### src/design/sorted_pair_composition_search_defines.svh
// Assertion helpers for the file that checks this block.
`ifndef SORTED_PAIR_COMPOSITION_SEARCH_DEFINES_SVH
`define SORTED_PAIR_COMPOSITION_SEARCH_DEFINES_SVH

// Checked at every rising clock edge while reset is released.
`define SPCS_ASSERT(lbl, clk, rst_n, prop, msg) \
  lbl: assert property (@(posedge clk) disable iff (!rst_n) prop) else $error(msg);

// Checked at every rising clock edge, reset included.
`define SPCS_ASSERT_ALWAYS(lbl, clk, prop, msg) \
  lbl: assert property (@(posedge clk) prop) else $error(msg);

`endif

### src/design/spcs_pkg.sv
`timescale 1ns / 1ps
`default_nettype none

package spcs_pkg;

  localparam int unsigned TABLE_DEPTH = 4096;
  localparam int unsigned WORD_W      = 64;
  localparam int unsigned FIELD_W     = 21;
  localparam int unsigned ADDR_W      = 12;
  localparam int unsigned START_W     = 13;
  localparam int unsigned IDX_W       = $clog2(TABLE_DEPTH);
  // Walk pointer: holds any start value minus one and the depth plus one.
  localparam int unsigned PTR_W       = ($clog2(TABLE_DEPTH + 2) > START_W) ?
                                        $clog2(TABLE_DEPTH + 2) : START_W;

  localparam logic [FIELD_W-1:0] NOT_FOUND = FIELD_W'(16'hFFFF);

  typedef enum logic [3:0] {
    S_IDLE  = 4'b0001,
    S_WAIT0 = 4'b0010,
    S_WAIT1 = 4'b0100,
    S_FIN   = 4'b1000
  } spcs_state_e;

  typedef struct packed {
    logic [FIELD_W-1:0] result_cp;
    logic               found;
    logic               range_error;
  } res_t;

  typedef struct packed {
    logic              we;
    logic              re;
    logic [IDX_W-1:0]  addr;
    logic [WORD_W-1:0] wdata;
  } mem_req_t;

endpackage

`default_nettype wire

### src/design/spcs_walker.sv
`timescale 1ns / 1ps
`default_nettype none

// Request sequencer: performs loads and walks the sorted pair list of a lookup.
module spcs_walker import spcs_pkg::*; (
  input  wire logic               clk_i,
  input  wire logic               rst_ni,
  input  wire logic               in_valid_i,
  output logic                    in_stall_o,
  input  wire logic               req_type_i,
  input  wire logic [ADDR_W-1:0]  load_address_i,
  input  wire logic [WORD_W-1:0]  load_word_i,
  input  wire logic [START_W-1:0] start_position_i,
  input  wire logic [FIELD_W-1:0] second_code_point_i,
  input  wire logic               out_free_i,
  output logic                    res_valid_o,
  output res_t                    res_o,
  output mem_req_t                mem_o,
  input  wire logic [WORD_W-1:0]  rdata_i
);

  localparam logic [PTR_W-1:0] DEPTH_P = PTR_W'(TABLE_DEPTH);

  spcs_state_e        state_q, state_d;
  logic [PTR_W-1:0]   idx_q, idx_d;
  logic [FIELD_W-1:0] probe_q, probe_d;
  logic               k1_eq_q, k1_eq_d;
  res_t               res_q, res_d;

  logic [PTR_W-1:0]   start_idx;
  logic [PTR_W-1:0]   load_ptr;
  logic [PTR_W-1:0]   idx_inc;
  logic [FIELD_W-1:0] key0, key1, key2;
  logic               accept;

  assign start_idx = PTR_W'(start_position_i) - PTR_W'(1);
  assign load_ptr  = PTR_W'(load_address_i);
  assign idx_inc   = idx_q + PTR_W'(1);
  assign key0      = rdata_i[FIELD_W-1:0];
  assign key1      = rdata_i[3*FIELD_W-1:2*FIELD_W];
  assign key2      = rdata_i[2*FIELD_W-1:FIELD_W];
  assign accept    = in_valid_i && !in_stall_o;

  assign in_stall_o  = (state_q != S_IDLE);
  assign res_valid_o = (state_q == S_FIN) && out_free_i;
  assign res_o       = res_q;

  always_comb begin
    state_d = state_q;
    idx_d   = idx_q;
    probe_d = probe_q;
    k1_eq_d = k1_eq_q;
    res_d   = res_q;
    mem_o   = '{we: 1'b0, re: 1'b0, addr: '0, wdata: load_word_i};

    unique case (state_q)
      S_IDLE: begin
        if (accept) begin
          if (!req_type_i) begin
            mem_o.we   = (load_ptr < DEPTH_P);
            mem_o.addr = load_ptr[IDX_W-1:0];
          end else begin
            probe_d = second_code_point_i;
            idx_d   = start_idx;
            if (start_position_i == '0) begin
              res_d   = '{result_cp: NOT_FOUND, found: 1'b0, range_error: 1'b0};
              state_d = S_FIN;
            end else if (start_idx >= DEPTH_P) begin
              res_d   = '{result_cp: NOT_FOUND, found: 1'b0, range_error: 1'b1};
              state_d = S_FIN;
            end else begin
              mem_o.re   = 1'b1;
              mem_o.addr = start_idx[IDX_W-1:0];
              state_d    = S_WAIT0;
            end
          end
        end
      end
      S_WAIT0: begin
        state_d = S_FIN;
        if (key0 > probe_q) begin
          res_d = '{result_cp: NOT_FOUND, found: 1'b0, range_error: 1'b0};
        end else if (key0 == probe_q) begin
          res_d = '{result_cp: rdata_i[2*FIELD_W-1:FIELD_W], found: 1'b1,
                    range_error: 1'b0};
        end else if (key1 > probe_q) begin
          res_d = '{result_cp: NOT_FOUND, found: 1'b0, range_error: 1'b0};
        end else if (idx_inc >= DEPTH_P) begin
          res_d = '{result_cp: NOT_FOUND, found: 1'b0, range_error: 1'b1};
        end else begin
          k1_eq_d    = (key1 == probe_q);
          idx_d      = idx_inc;
          mem_o.re   = 1'b1;
          mem_o.addr = idx_inc[IDX_W-1:0];
          state_d    = S_WAIT1;
        end
      end
      S_WAIT1: begin
        state_d = S_FIN;
        if (k1_eq_q) begin
          res_d = '{result_cp: rdata_i[FIELD_W-1:0], found: 1'b1, range_error: 1'b0};
        end else if (key2 > probe_q) begin
          res_d = '{result_cp: NOT_FOUND, found: 1'b0, range_error: 1'b0};
        end else if (key2 == probe_q) begin
          res_d = '{result_cp: rdata_i[3*FIELD_W-1:2*FIELD_W], found: 1'b1,
                    range_error: 1'b0};
        end else if (rdata_i[WORD_W-1]) begin
          res_d = '{result_cp: NOT_FOUND, found: 1'b0, range_error: 1'b0};
        end else if (idx_inc >= DEPTH_P) begin
          res_d = '{result_cp: NOT_FOUND, found: 1'b0, range_error: 1'b1};
        end else begin
          idx_d      = idx_inc;
          mem_o.re   = 1'b1;
          mem_o.addr = idx_inc[IDX_W-1:0];
          state_d    = S_WAIT0;
        end
      end
      S_FIN: begin
        if (out_free_i) begin
          state_d = S_IDLE;
        end
      end
      default: begin
        state_d = S_IDLE;
      end
    endcase
  end

  always_ff @(posedge clk_i or negedge rst_ni) begin
    if (!rst_ni) begin
      state_q <= S_IDLE;
    end else begin
      state_q <= state_d;
    end
  end

  always_ff @(posedge clk_i) begin
    idx_q   <= idx_d;
    probe_q <= probe_d;
    k1_eq_q <= k1_eq_d;
    res_q   <= res_d;
  end

endmodule

`default_nettype wire

### config.mk
export PLATFORM = sky130hd
export DESIGN_NAME = spcs_walker
export DESIGN_NICKNAME = d
export VERILOG_FILES = /design/src/design/sorted_pair_composition_search_defines.svh /design/src/design/spcs_pkg.sv /design/src/design/spcs_walker.sv
export SDC_FILE = /design/constraint.sdc
export NUM_CORES = 1
export LEC_CHECK = 0
export BUFFER_PORTS_ARGS = -buffer_cell sky130_fd_sc_hd__buf_2
export CAP_MARGIN = 30
export CORE_MARGIN = 5
export CORE_UTILIZATION = 40
export DETAILED_ROUTE_END_ITERATION = 16
export GPL_ROUTABILITY_DRIVEN = 0
export GPL_TIMING_DRIVEN = 0
export PLACE_DENSITY = 0.71
export SLEW_MARGIN = 10
export SYNTH_ARGS = -nofsm -noshare
export SYNTH_HDL_FRONTEND = slang
export SYNTH_SLANG_ARGS = --single-unit
export TNS_END_PERCENT = 1
### constraint.sdc
create_clock -name clk_i -period 4.8 [get_ports clk_i]
set_input_delay 0.96 -clock clk_i [delete_from_list [all_inputs] [get_ports clk_i]]
set_output_delay 0.96 -clock clk_i [all_outputs]
set_load 0.005 [all_outputs]
==> impl_metrics.prom, run 1 <==
# TYPE chip_impl_metric gauge
chip_impl_info{name="outcome",value="finished clean"} 1
chip_impl_metric{name="die_y",unit="um"} 130
chip_impl_metric{name="timing.slew.headroom",unit="%"} 46.2
chip_impl_metric{name="via_count_normalized_by_instance_count",unit=""} 5.24
chip_impl_metric{name="ys_ff_latch",unit=""} 62
chip_impl_metric{name="post-dp-hpwl",unit="um"} 15000
chip_impl_metric{name="drt_first_iter_violations",unit=""} 343
chip_impl_info{name="worstPathCellList",value="buf_2 > ha_1 > nand4_1 > nor4_4 > o21ai_0 > and4_1 > buf_2 > and3b_1 > a41oi_2 > buf_6 > o21ai_2 > buf_2"} 1
chip_impl_metric{name="postSynthNetCount",unit=""} 891
chip_impl_metric{name="crit_path_max_incr_delay",unit="ns"} 0.40
chip_impl_metric{name="fin_crit_sh",unit="%"} 95.8
chip_impl_metric{name="slew_violations",unit=""} 0
chip_impl_metric{name="synthesis.area",unit="um^2"} 5740
chip_impl_metric{name="finalCoreUtilization",unit="%"} 52.7
chip_impl_metric{name="drtAntennaViolNets",unit=""} 0
chip_impl_info{name="worst_setup_path_end_kind",value="output port"} 1
chip_impl_info{name="cts-root-buf",value="sky130_fd_sc_hd__clkbuf_16"} 1
chip_impl_info{name="rsz0062_at_grt",value="no"} 1
chip_impl_metric{name="worst_ir_drop_vdd",unit="uV"} 250
chip_impl_info{name="synth_top_cells_by_area",value="sky130_fd_sc_hd__edfxtp_1 30%, sky130_fd_sc_hd__ha_1 14%, sky130_fd_sc_hd__buf_4 8.4%"} 1
chip_impl_metric{name="layout-area-overhead-vs-synth",unit="%"} 28.4
chip_impl_metric{name="global_route.overflow_total",unit=""} 0
chip_impl_metric{name="finalHoldViolCount",unit=""} 0
chip_impl_metric{name="port_buffers",unit=""} 217
chip_impl_metric{name="power.static_leakage",unit="nW"} 3.50
chip_impl_info{name="yosys.area.top_type",value="sky130_fd_sc_hd__edfxtp_1"} 1
chip_impl_metric{name="synth.distinct_cells",unit=""} 57
chip_impl_metric{name="post-cts-setup-buffer-count",unit=""} 0
chip_impl_metric{name="cts.repair.resized",unit=""} 0
chip_impl_metric{name="finalInstanceArea",unit="um^2"} 7370
chip_impl_metric{name="drtPass1Iterations",unit=""} 5
chip_impl_info{name="cpMaxStageDelayCell",value="sky130_fd_sc_hd__nor4_4"} 1
chip_impl_metric{name="grt_pass1_wl",unit="um"} 26700
chip_impl_info{name="cp-start-kind",value="primary input"} 1
chip_impl_metric{name="synth_top_area_share",unit="%"} 30.3
chip_impl_metric{name="pin_count_of_the_biggest_net_entering_global_routing",unit=""} 25
chip_impl_metric{name="floorplan.initialDensity",unit="%"} 41.0
chip_impl_metric{name="design.core.area",unit="um^2"} 14000
chip_impl_metric{name="routed_wire_length_per_instance",unit="um"} 16.9
chip_impl_metric{name="cts.reportedPaths.clkPinSlew",unit="ns"} 0.06
chip_impl_metric{name="fin_worst_hold_slack",unit="ns"} 0.412
chip_impl_metric{name="max_clock_freq",unit="MHz"} 218
chip_impl_metric{name="placedInstanceArea",unit="um^2"} 7070
chip_impl_metric{name="finalCriticalPeriod",unit="ns"} 4.60
chip_impl_metric{name="floorplan.rows",unit=""} 43
chip_impl_metric{name="vias_in_the_first_global_route",unit=""} 5315
chip_impl_info{name="criticalPathCategory",value="in -> out"} 1
chip_impl_metric{name="cts_htree_levels",unit=""} 3
chip_impl_metric{name="reg2reg_depth",unit=""} 9
chip_impl_metric{name="cp.arrival",unit="ns"} 3.64
chip_impl_info{name="regToRegEndpoint",value="idx_q[10]$_DFFE_PP_"} 1
chip_impl_metric{name="synth_sequential_area_ratio",unit="%"} 32.1
chip_impl_metric{name="synthArstFlopShare",unit="%"} 6.45
chip_impl_metric{name="grt.total_usage",unit="%"} 20.4
chip_impl_info{name="holdCritPathClass",value="in -> async"} 1
chip_impl_metric{name="fp.dieArea",unit="um^2"} 16800
chip_impl_metric{name="clock-skew-final",unit="ns"} 0.0128
chip_impl_metric{name="final.fill_count",unit=""} 1341
chip_impl_metric{name="finalWirelength",unit="um"} 18000
chip_impl_metric{name="timing.critical_path.fanout_max",unit=""} 10
chip_impl_metric{name="insertion_delay",unit="ns"} 0.35
chip_impl_metric{name="cts-hold-fix-buffers",unit=""} 0
chip_impl_metric{name="critical_path_required",unit="ns"} 3.84
chip_impl_metric{name="ios",unit=""} 282
chip_impl_metric{name="layout_cells_sized_above_1",unit="%"} 37.2
chip_impl_metric{name="nNetsFinal",unit=""} 1120
chip_impl_info{name="synth-main-ff-cell",value="sky130_fd_sc_hd__edfxtp_1"} 1
chip_impl_metric{name="initial_antenna_violation_count",unit=""} 1
chip_impl_metric{name="number_of_clock_sinks",unit=""} 62
chip_impl_metric{name="count_of_mapped_cells_out_of_synthesis",unit=""} 647
chip_impl_metric{name="finalSetupViolCount",unit=""} 0
chip_impl_metric{name="worst_pin_slew",unit="ns"} 0.805
chip_impl_metric{name="maxCapViolCount",unit=""} 0
chip_impl_info{name="most_frequent_cell_on_the_critical_path",value="sky130_fd_sc_hd__buf_2"} 1
chip_impl_metric{name="cts_buffers",unit=""} 9
chip_impl_metric{name="reg2reg_setup_slack",unit="ns"} 1.33
chip_impl_info{name="tritoncts",value="done"} 1
chip_impl_metric{name="fp.dieW",unit="um"} 130
chip_impl_metric{name="pwr_density_cell",unit="nW/um^2"} 343
chip_impl_metric{name="drc",unit=""} 0
chip_impl_metric{name="detailroute.via_count",unit=""} 5565
chip_impl_metric{name="post_synth_edffs",unit=""} 58
chip_impl_metric{name="synthesized_area_divided_by_synthesized_cell_count",unit="um^2"} 8.87
chip_impl_metric{name="ys.warnings.count",unit=""} 0
chip_impl_metric{name="cts.path.max_buffers",unit=""} 2
chip_impl_info{name="r2r_start",value="idx_q[0]$_DFFE_PP_"} 1
flip-flops by register name, summed over array words and instances (netlist names):
name	count
idx_q	13
probe_q	21
k1_eq_q	1
state_q	4
res_o	23
placed cells by master, fill, tap and decap left out, types with 12 or more instances in the layout:
cell	n
sky130_fd_sc_hd__edfxtp_1	58
sky130_fd_sc_hd__a21oi_1	63
sky130_fd_sc_hd__clkbuf_1	18
sky130_fd_sc_hd__o211ai_1	18
sky130_fd_sc_hd__inv_1	49
sky130_fd_sc_hd__nand4_1	12
sky130_fd_sc_hd__ha_1	65
sky130_fd_sc_hd__nor2_1	28
sky130_fd_sc_hd__buf_2	221
sky130_fd_sc_hd__nand2_1	50
sky130_fd_sc_hd__buf_4	64
sky130_fd_sc_hd__xnor2_1	15
sky130_fd_sc_hd__o21ai_0	69
synthesized netlist by cell type, types with 5 or more instances:
master,instances
sky130_fd_sc_hd__buf_4,64
sky130_fd_sc_hd__edfxtp_1,58
sky130_fd_sc_hd__a21o_1,9
sky130_fd_sc_hd__ha_1,65
sky130_fd_sc_hd__inv_1,49
sky130_fd_sc_hd__a22oi_1,6
sky130_fd_sc_hd__mux2i_1,6
sky130_fd_sc_hd__nand3_1,11
sky130_fd_sc_hd__clkbuf_1,17
sky130_fd_sc_hd__nor3_1,7
sky130_fd_sc_hd__nand4_1,12
sky130_fd_sc_hd__and2_1,5
sky130_fd_sc_hd__nor2_1,28
sky130_fd_sc_hd__o211ai_1,18
sky130_fd_sc_hd__nand2_1,50
sky130_fd_sc_hd__xnor2_1,15
sky130_fd_sc_hd__a21oi_1,63
sky130_fd_sc_hd__a2bb2oi_1,10
sky130_fd_sc_hd__o21ai_0,70
sky130_fd_sc_hd__xor2_1,9
sky130_fd_sc_hd__mux2_2,5
sky130_fd_sc_hd__o21ai_2,10
where the power goes:
part           internal, W  total, W  switching (W)
Clock             0.000395  0.000636       0.000241
Sequential        0.000780  0.000868      0.0000879
Combinational     0.000415   0.00103       0.000612
Total              0.00159   0.00253       0.000941
area by class of cell:
| cell class | count | area (um^2) | area share [%] |
|---|---|---|---|
| tap | 180 | 225 | 3.06 |
| clock buffer | 10 | 229 | 3.11 |
| sequential | 62 | 1840 | 25.0 |
| multi-input combinational | 447 | 3130 | 42.5 |
| clock inverter | 6 | 52.6 | 0.713 |
| timing repair buffer | 218 | 1100 | 14.9 |
| inverter | 50 | 188 | 2.55 |
| antenna | 1 | 2.50 | 0.0340 |
| buffer | 88 | 598 | 8.11 |
how the worst max path moves through the flow:
stage | end | start | slack, ns | cells after the start
after floorplan | res_o[0]$_DFFE_PP_ | start_position_i[4] | 0.71 | 5
after global placement | res_o[2]$_DFFE_PP_ | start_position_i[4] | -0.44 | 6
after detailed placement | mem_o[76] | rdata_i[41] | 0.03 | 11
after CTS | mem_o[76] | rdata_i[41] | 0.03 | 11
after global routing | mem_o[66] | rdata_i[41] | 0.06 | 12
final | mem_o[66] | rdata_i[41] | 0.20 | 12
stage by stage:
stage / setup TNS, ns / std cells / worst slack (ns) / power (W)
floorplan: 0 / 647 / 0.713 / 0.00153
finish: 0 / 1062 / 0.204 / 0.00253
global route: 0 / 1062 / 0.0637 / 0.00270
CTS: 0 / 1061 / 0.0323 / 0.00254
detailed placement: 0 / 1045 / 0.0348 / 0.00190
global placement: -10.14 / 1044 / -0.442 / 0.00187
worst max-delay path, delay by kind of cell:
kind,cells,cell delay [ns]
buffers and inverters,4,0.68
adder cells (fa/ha/maj),1,0.29
AO/OA/AOI/OAI,3,0.65
AND/OR/NAND/NOR,4,1.06
logic make-up after synthesis:
logic type | synth area share [%]
and+or+nand+nor | 13.0
adders and majority gates | 14.2
muxes | 2.03
AOI/OAI and AO/OA | 21.4
buffers and inverters | 13.7
DFF | 32.1
xor gates and xnor gates | 3.66
per-layer routing:
layer | vias to the layer above | GRT usage, % | wire length (um)
met2 | 279 | 33.8 | 8470
met5 | - | 0 | 0
met4 | 0 | 7.76 | 473
met3 | 29 | 5.81 | 1810
li1 | 2761 | - | -
met1 | 2496 | 25.4 | 7210
No activity file was read; power rests on OpenSTA's default activity.
==> run 2: changes to the inputs <==
--- a/config.mk
+++ b/config.mk
@@ -5,6 +5,7 @@
 export SDC_FILE = /design/constraint.sdc
 export NUM_CORES = 1
 export LEC_CHECK = 0
+export ABC_AREA = 1
 export BUFFER_PORTS_ARGS = -buffer_cell sky130_fd_sc_hd__buf_2
 export CAP_MARGIN = 30
 export CORE_MARGIN = 5
@@ -12,7 +13,7 @@
 export DETAILED_ROUTE_END_ITERATION = 16
 export GPL_ROUTABILITY_DRIVEN = 0
 export GPL_TIMING_DRIVEN = 0
-export PLACE_DENSITY = 0.71
+export PLACE_DENSITY = 0.68
 export SLEW_MARGIN = 10
 export SYNTH_ARGS = -nofsm -noshare
 export SYNTH_HDL_FRONTEND = slang
==> impl_metrics.prom, run 2 <==
# TYPE chip_impl_metric gauge
chip_impl_info{name="outcome",value="finished clean"} 1
chip_impl_metric{name="synthArstFlopShare",unit="%"} 6.45
chip_impl_metric{name="finalSetupViolCount",unit=""} 0
chip_impl_info{name="yosys.cell_count.top_type",value="sky130_fd_sc_hd__nand2_1"} 1
chip_impl_info{name="holdCritPathClass",value="in -> async"} 1
chip_impl_metric{name="synth-xor-area-share",unit="%"} 2.02
chip_impl_info{name="tritoncts",value="done"} 1
chip_impl_metric{name="cp.arrival",unit="ns"} 3.11
chip_impl_metric{name="drc",unit=""} 0
chip_impl_metric{name="post-dp-hpwl",unit="um"} 19000
chip_impl_metric{name="synthesized_area_divided_by_synthesized_cell_count",unit="um^2"} 7.06
chip_impl_metric{name="finalInstanceArea",unit="um^2"} 8570
chip_impl_metric{name="power.static_leakage",unit="nW"} 4.38
chip_impl_info{name="layout_common_cells",value="227 x sky130_fd_sc_hd__buf_2, 210 x sky130_fd_sc_hd__nand2_1, 116 x sky130_fd_sc_hd__nor2_1, 112 x sky130_fd_sc_hd__inv_1, 109 x sky130_fd_sc_hd__nand3_1"} 1
chip_impl_info{name="synth-main-ff-cell",value="sky130_fd_sc_hd__edfxtp_1"} 1
chip_impl_metric{name="max_clock_freq",unit="MHz"} 246
chip_impl_metric{name="maxCapViolCount",unit=""} 0
chip_impl_metric{name="fin_crit_sh",unit="%"} 84.8
chip_impl_metric{name="yosys.area_share.simple",unit="%"} 35.5
chip_impl_metric{name="cts.reportedPaths.clkPinSlew",unit="ns"} 0.05
chip_impl_metric{name="worst_slack",unit="ns"} 0.732
chip_impl_metric{name="fin_worst_hold_slack",unit="ns"} 0.417
chip_impl_metric{name="insertedDiodeCount",unit=""} 0
chip_impl_metric{name="setup_tns",unit="ns"} 0
chip_impl_metric{name="pwr_density_cell",unit="nW/um^2"} 343
chip_impl_metric{name="ios",unit=""} 282
chip_impl_metric{name="synth_top_area_share",unit="%"} 25.1
chip_impl_metric{name="grt_pass1_wl",unit="um"} 34800
chip_impl_metric{name="timing.critical_path.fanout_max",unit=""} 10
chip_impl_metric{name="post-cts-setup-buffer-count",unit=""} 0
chip_impl_info{name="cts-root-buf",value="sky130_fd_sc_hd__clkbuf_16"} 1
chip_impl_metric{name="design.core.area",unit="um^2"} 17100
chip_impl_metric{name="dpl_worst_slack",unit="ns"} 0.812
chip_impl_metric{name="post_synth_mux_area_share",unit="%"} 0
chip_impl_metric{name="number_of_clock_sinks",unit=""} 62
chip_impl_metric{name="drtPass1Iterations",unit=""} 5
chip_impl_metric{name="synthAdderAreaFrac",unit="%"} 11.7
chip_impl_metric{name="placedInstanceArea",unit="um^2"} 8320
chip_impl_metric{name="die_y",unit="um"} 142
chip_impl_metric{name="cts_buffers",unit=""} 9
chip_impl_metric{name="grt.total_usage",unit="%"} 21.9
chip_impl_metric{name="synth.distinct_cells",unit=""} 41
chip_impl_metric{name="worst_ir_drop_vdd",unit="uV"} 211
chip_impl_metric{name="area.sequential",unit="um^2"} 1840
chip_impl_metric{name="post_synth_edffs",unit=""} 58
chip_impl_metric{name="drt_first_iter_violations",unit=""} 434
chip_impl_info{name="yosys.area.top_type",value="sky130_fd_sc_hd__edfxtp_1"} 1
chip_impl_metric{name="final.fill_count",unit=""} 1728
chip_impl_info{name="synth.cells.most_frequent",value="210 x sky130_fd_sc_hd__nand2_1, 117 x sky130_fd_sc_hd__nor2_1, 112 x sky130_fd_sc_hd__inv_1, 109 x sky130_fd_sc_hd__nand3_1, 67 x sky130_fd_sc_hd__buf_4"} 1
chip_impl_metric{name="clock-skew-final",unit="ns"} 0.00644
chip_impl_metric{name="synthesis.area",unit="um^2"} 6930
chip_impl_metric{name="ys_ff_latch",unit=""} 62
chip_impl_metric{name="cts-hold-fix-buffers",unit=""} 0
chip_impl_metric{name="critical_path_required",unit="ns"} 3.84
chip_impl_metric{name="totalPowerFinal",unit="W"} 0.00294
chip_impl_info{name="rsz0062_at_grt",value="no"} 1
chip_impl_info{name="criticalPathCategory",value="in -> out"} 1
chip_impl_metric{name="count_of_mapped_cells_out_of_synthesis",unit=""} 982
chip_impl_info{name="cp-start-kind",value="primary input"} 1
chip_impl_metric{name="multi_input_gate_area",unit="um^2"} 3970
chip_impl_metric{name="insertion_delay",unit="ns"} 0.34
chip_impl_metric{name="nNetsFinal",unit=""} 1456
chip_impl_metric{name="cts.path.max_buffers",unit=""} 2
chip_impl_info{name="synth_top_cells_by_area",value="sky130_fd_sc_hd__edfxtp_1 25%, sky130_fd_sc_hd__ha_1 12%, sky130_fd_sc_hd__nand2_1 11%"} 1
chip_impl_metric{name="finalHoldViolCount",unit=""} 0
chip_impl_metric{name="layout_cells_sized_above_1",unit="%"} 29.8
chip_impl_metric{name="cts.repair.resized",unit=""} 0
chip_impl_metric{name="floorplan.rows",unit=""} 48
chip_impl_info{name="layout_commonest_cell",value="sky130_fd_sc_hd__buf_2"} 1
chip_impl_metric{name="fp.dieArea",unit="um^2"} 20100
chip_impl_metric{name="timing.slew.headroom",unit="%"} 36.5
chip_impl_metric{name="via_count_normalized_by_instance_count",unit=""} 5.01
chip_impl_metric{name="finalCriticalPeriod",unit="ns"} 4.07
chip_impl_metric{name="finalWirelength",unit="um"} 22700
chip_impl_info{name="main_combinational_cell_family_by_area_after_synthesis",value="simple AND/OR/NAND/NOR gates"} 1
chip_impl_metric{name="cts_htree_levels",unit=""} 3
chip_impl_metric{name="fp.dieW",unit="um"} 142
chip_impl_metric{name="layout-area-overhead-vs-synth",unit="%"} 23.7
chip_impl_metric{name="detailroute.via_count",unit=""} 7217
chip_impl_metric{name="routed_wire_length_per_instance",unit="um"} 15.8
chip_impl_metric{name="synth_compound_gate_area_share",unit="%"} 8.04
chip_impl_metric{name="port_buffers",unit=""} 217
chip_impl_metric{name="ys.warnings.count",unit=""} 0
chip_impl_metric{name="drtAntennaViolNets",unit=""} 0
chip_impl_metric{name="worst_pin_slew",unit="ns"} 0.951
chip_impl_metric{name="postSynthNetCount",unit=""} 1226
chip_impl_info{name="worst_setup_path_end_kind",value="output port"} 1
chip_impl_metric{name="vias_in_the_first_global_route",unit=""} 6868
chip_impl_metric{name="global_route.overflow_total",unit=""} 0
chip_impl_metric{name="slew_violations",unit=""} 0
chip_impl_metric{name="pin_count_of_the_biggest_net_entering_global_routing",unit=""} 24
chip_impl_metric{name="largest_register_ffs",unit=""} 23
chip_impl_metric{name="initial_antenna_violation_count",unit=""} 0
chip_impl_metric{name="synth_sequential_area_ratio",unit="%"} 26.6
chip_impl_metric{name="floorplan.initialDensity",unit="%"} 40.5
==> run 2: changes by cell type after synthesis, sizes merged, moves of 10 or more <==
cell and change:
nand2 +168, nand3 +102, nor2 +99, inv +76
o21ai -45, a21oi -36, nand4 +22, o211ai -18
o21bai +17, xnor2 -12, a2bb2oi -10, buf +10
nor3 +10
==> run 2: power breakdown <==
part	switching (W)	leakage [nW]	internal (W)
sequential	0.0000941	0.553	0.000816
combinational	0.000928	3.71	0.000524
clock	0.000237	0.121	0.000342
total	0.00126	4.38	0.00168
==> run 2: worst max-delay path, stage by stage <==
cell and delay, ns:
sky130_fd_sc_hd__buf_2 0.12, sky130_fd_sc_hd__ha_1 0.33, sky130_fd_sc_hd__nand4_1 0.19, sky130_fd_sc_hd__nor4_1 0.74, sky130_fd_sc_hd__buf_2 0.35, sky130_fd_sc_hd__nor2_1 0.08
sky130_fd_sc_hd__nand4_1 0.11, sky130_fd_sc_hd__nand3_1 0.10, sky130_fd_sc_hd__buf_2 0.13
==> run 2: final cells by class <==
cell class	instances	share of cell area, %
multi-input cells	701	46.4
inverters	126	5.52
well taps	225	3.28
repair buffers	219	12.9
plain buffers	93	7.50
clock inverters	3	0.146
flip-flops and latches	62	21.5
clock buffers	12	2.76
==> run 2: path summary, 6_finish.rpt <==
check                                            from                     end  slack [ns]  depth (start not counted)
worst max-delay path                      rdata_i[29]               mem_o[73]        0.73                          9
worst min-delay path                           rst_ni  state_q[2]$_DFFE_PN0P_        0.42                          1
worst max register to register  probe_q[20]$_DFFE_PP_      idx_q[1]$_DFFE_PP_        2.03                         13
worst min register to register    res_o[16]$_DFFE_PP_     res_o[16]$_DFFE_PP_        0.60                          2
max in group asynchronous                      rst_ni  state_q[0]$_DFFE_PN1P_        4.18                          1
min in group clk_i                res_o[16]$_DFFE_PP_     res_o[16]$_DFFE_PP_        0.60                          2
==> run 2: stage by stage <==
| stage | utilization (%) | std cells |
|---|---|---|
| after global placement | 48.5 | 1424 |
| after CTS | 50.1 | 1441 |
| after detailed placement | 48.6 | 1426 |
| after global routing | 50.1 | 1441 |
| final | 50.1 | 1441 |
| after floorplan | - | 982 |
==> run 2: logic make-up after synthesis <==
logic type	after synthesis
buf+inv	219
simple gates	526
flops	62
xor+xnor	16
fa+ha+maj	65
compound gates	94
==> run 2: routing by layer <==
metal	share of wire [%]	GRT usage, %	vias up	wire length, um
met5	0	0	-	0
met4	2.6	8.13	0	595
met3	8.2	4.31	42	1860
met2	48	37.3	308	10900
met1	41	27.5	3208	9360
li1	-	-	3659	-
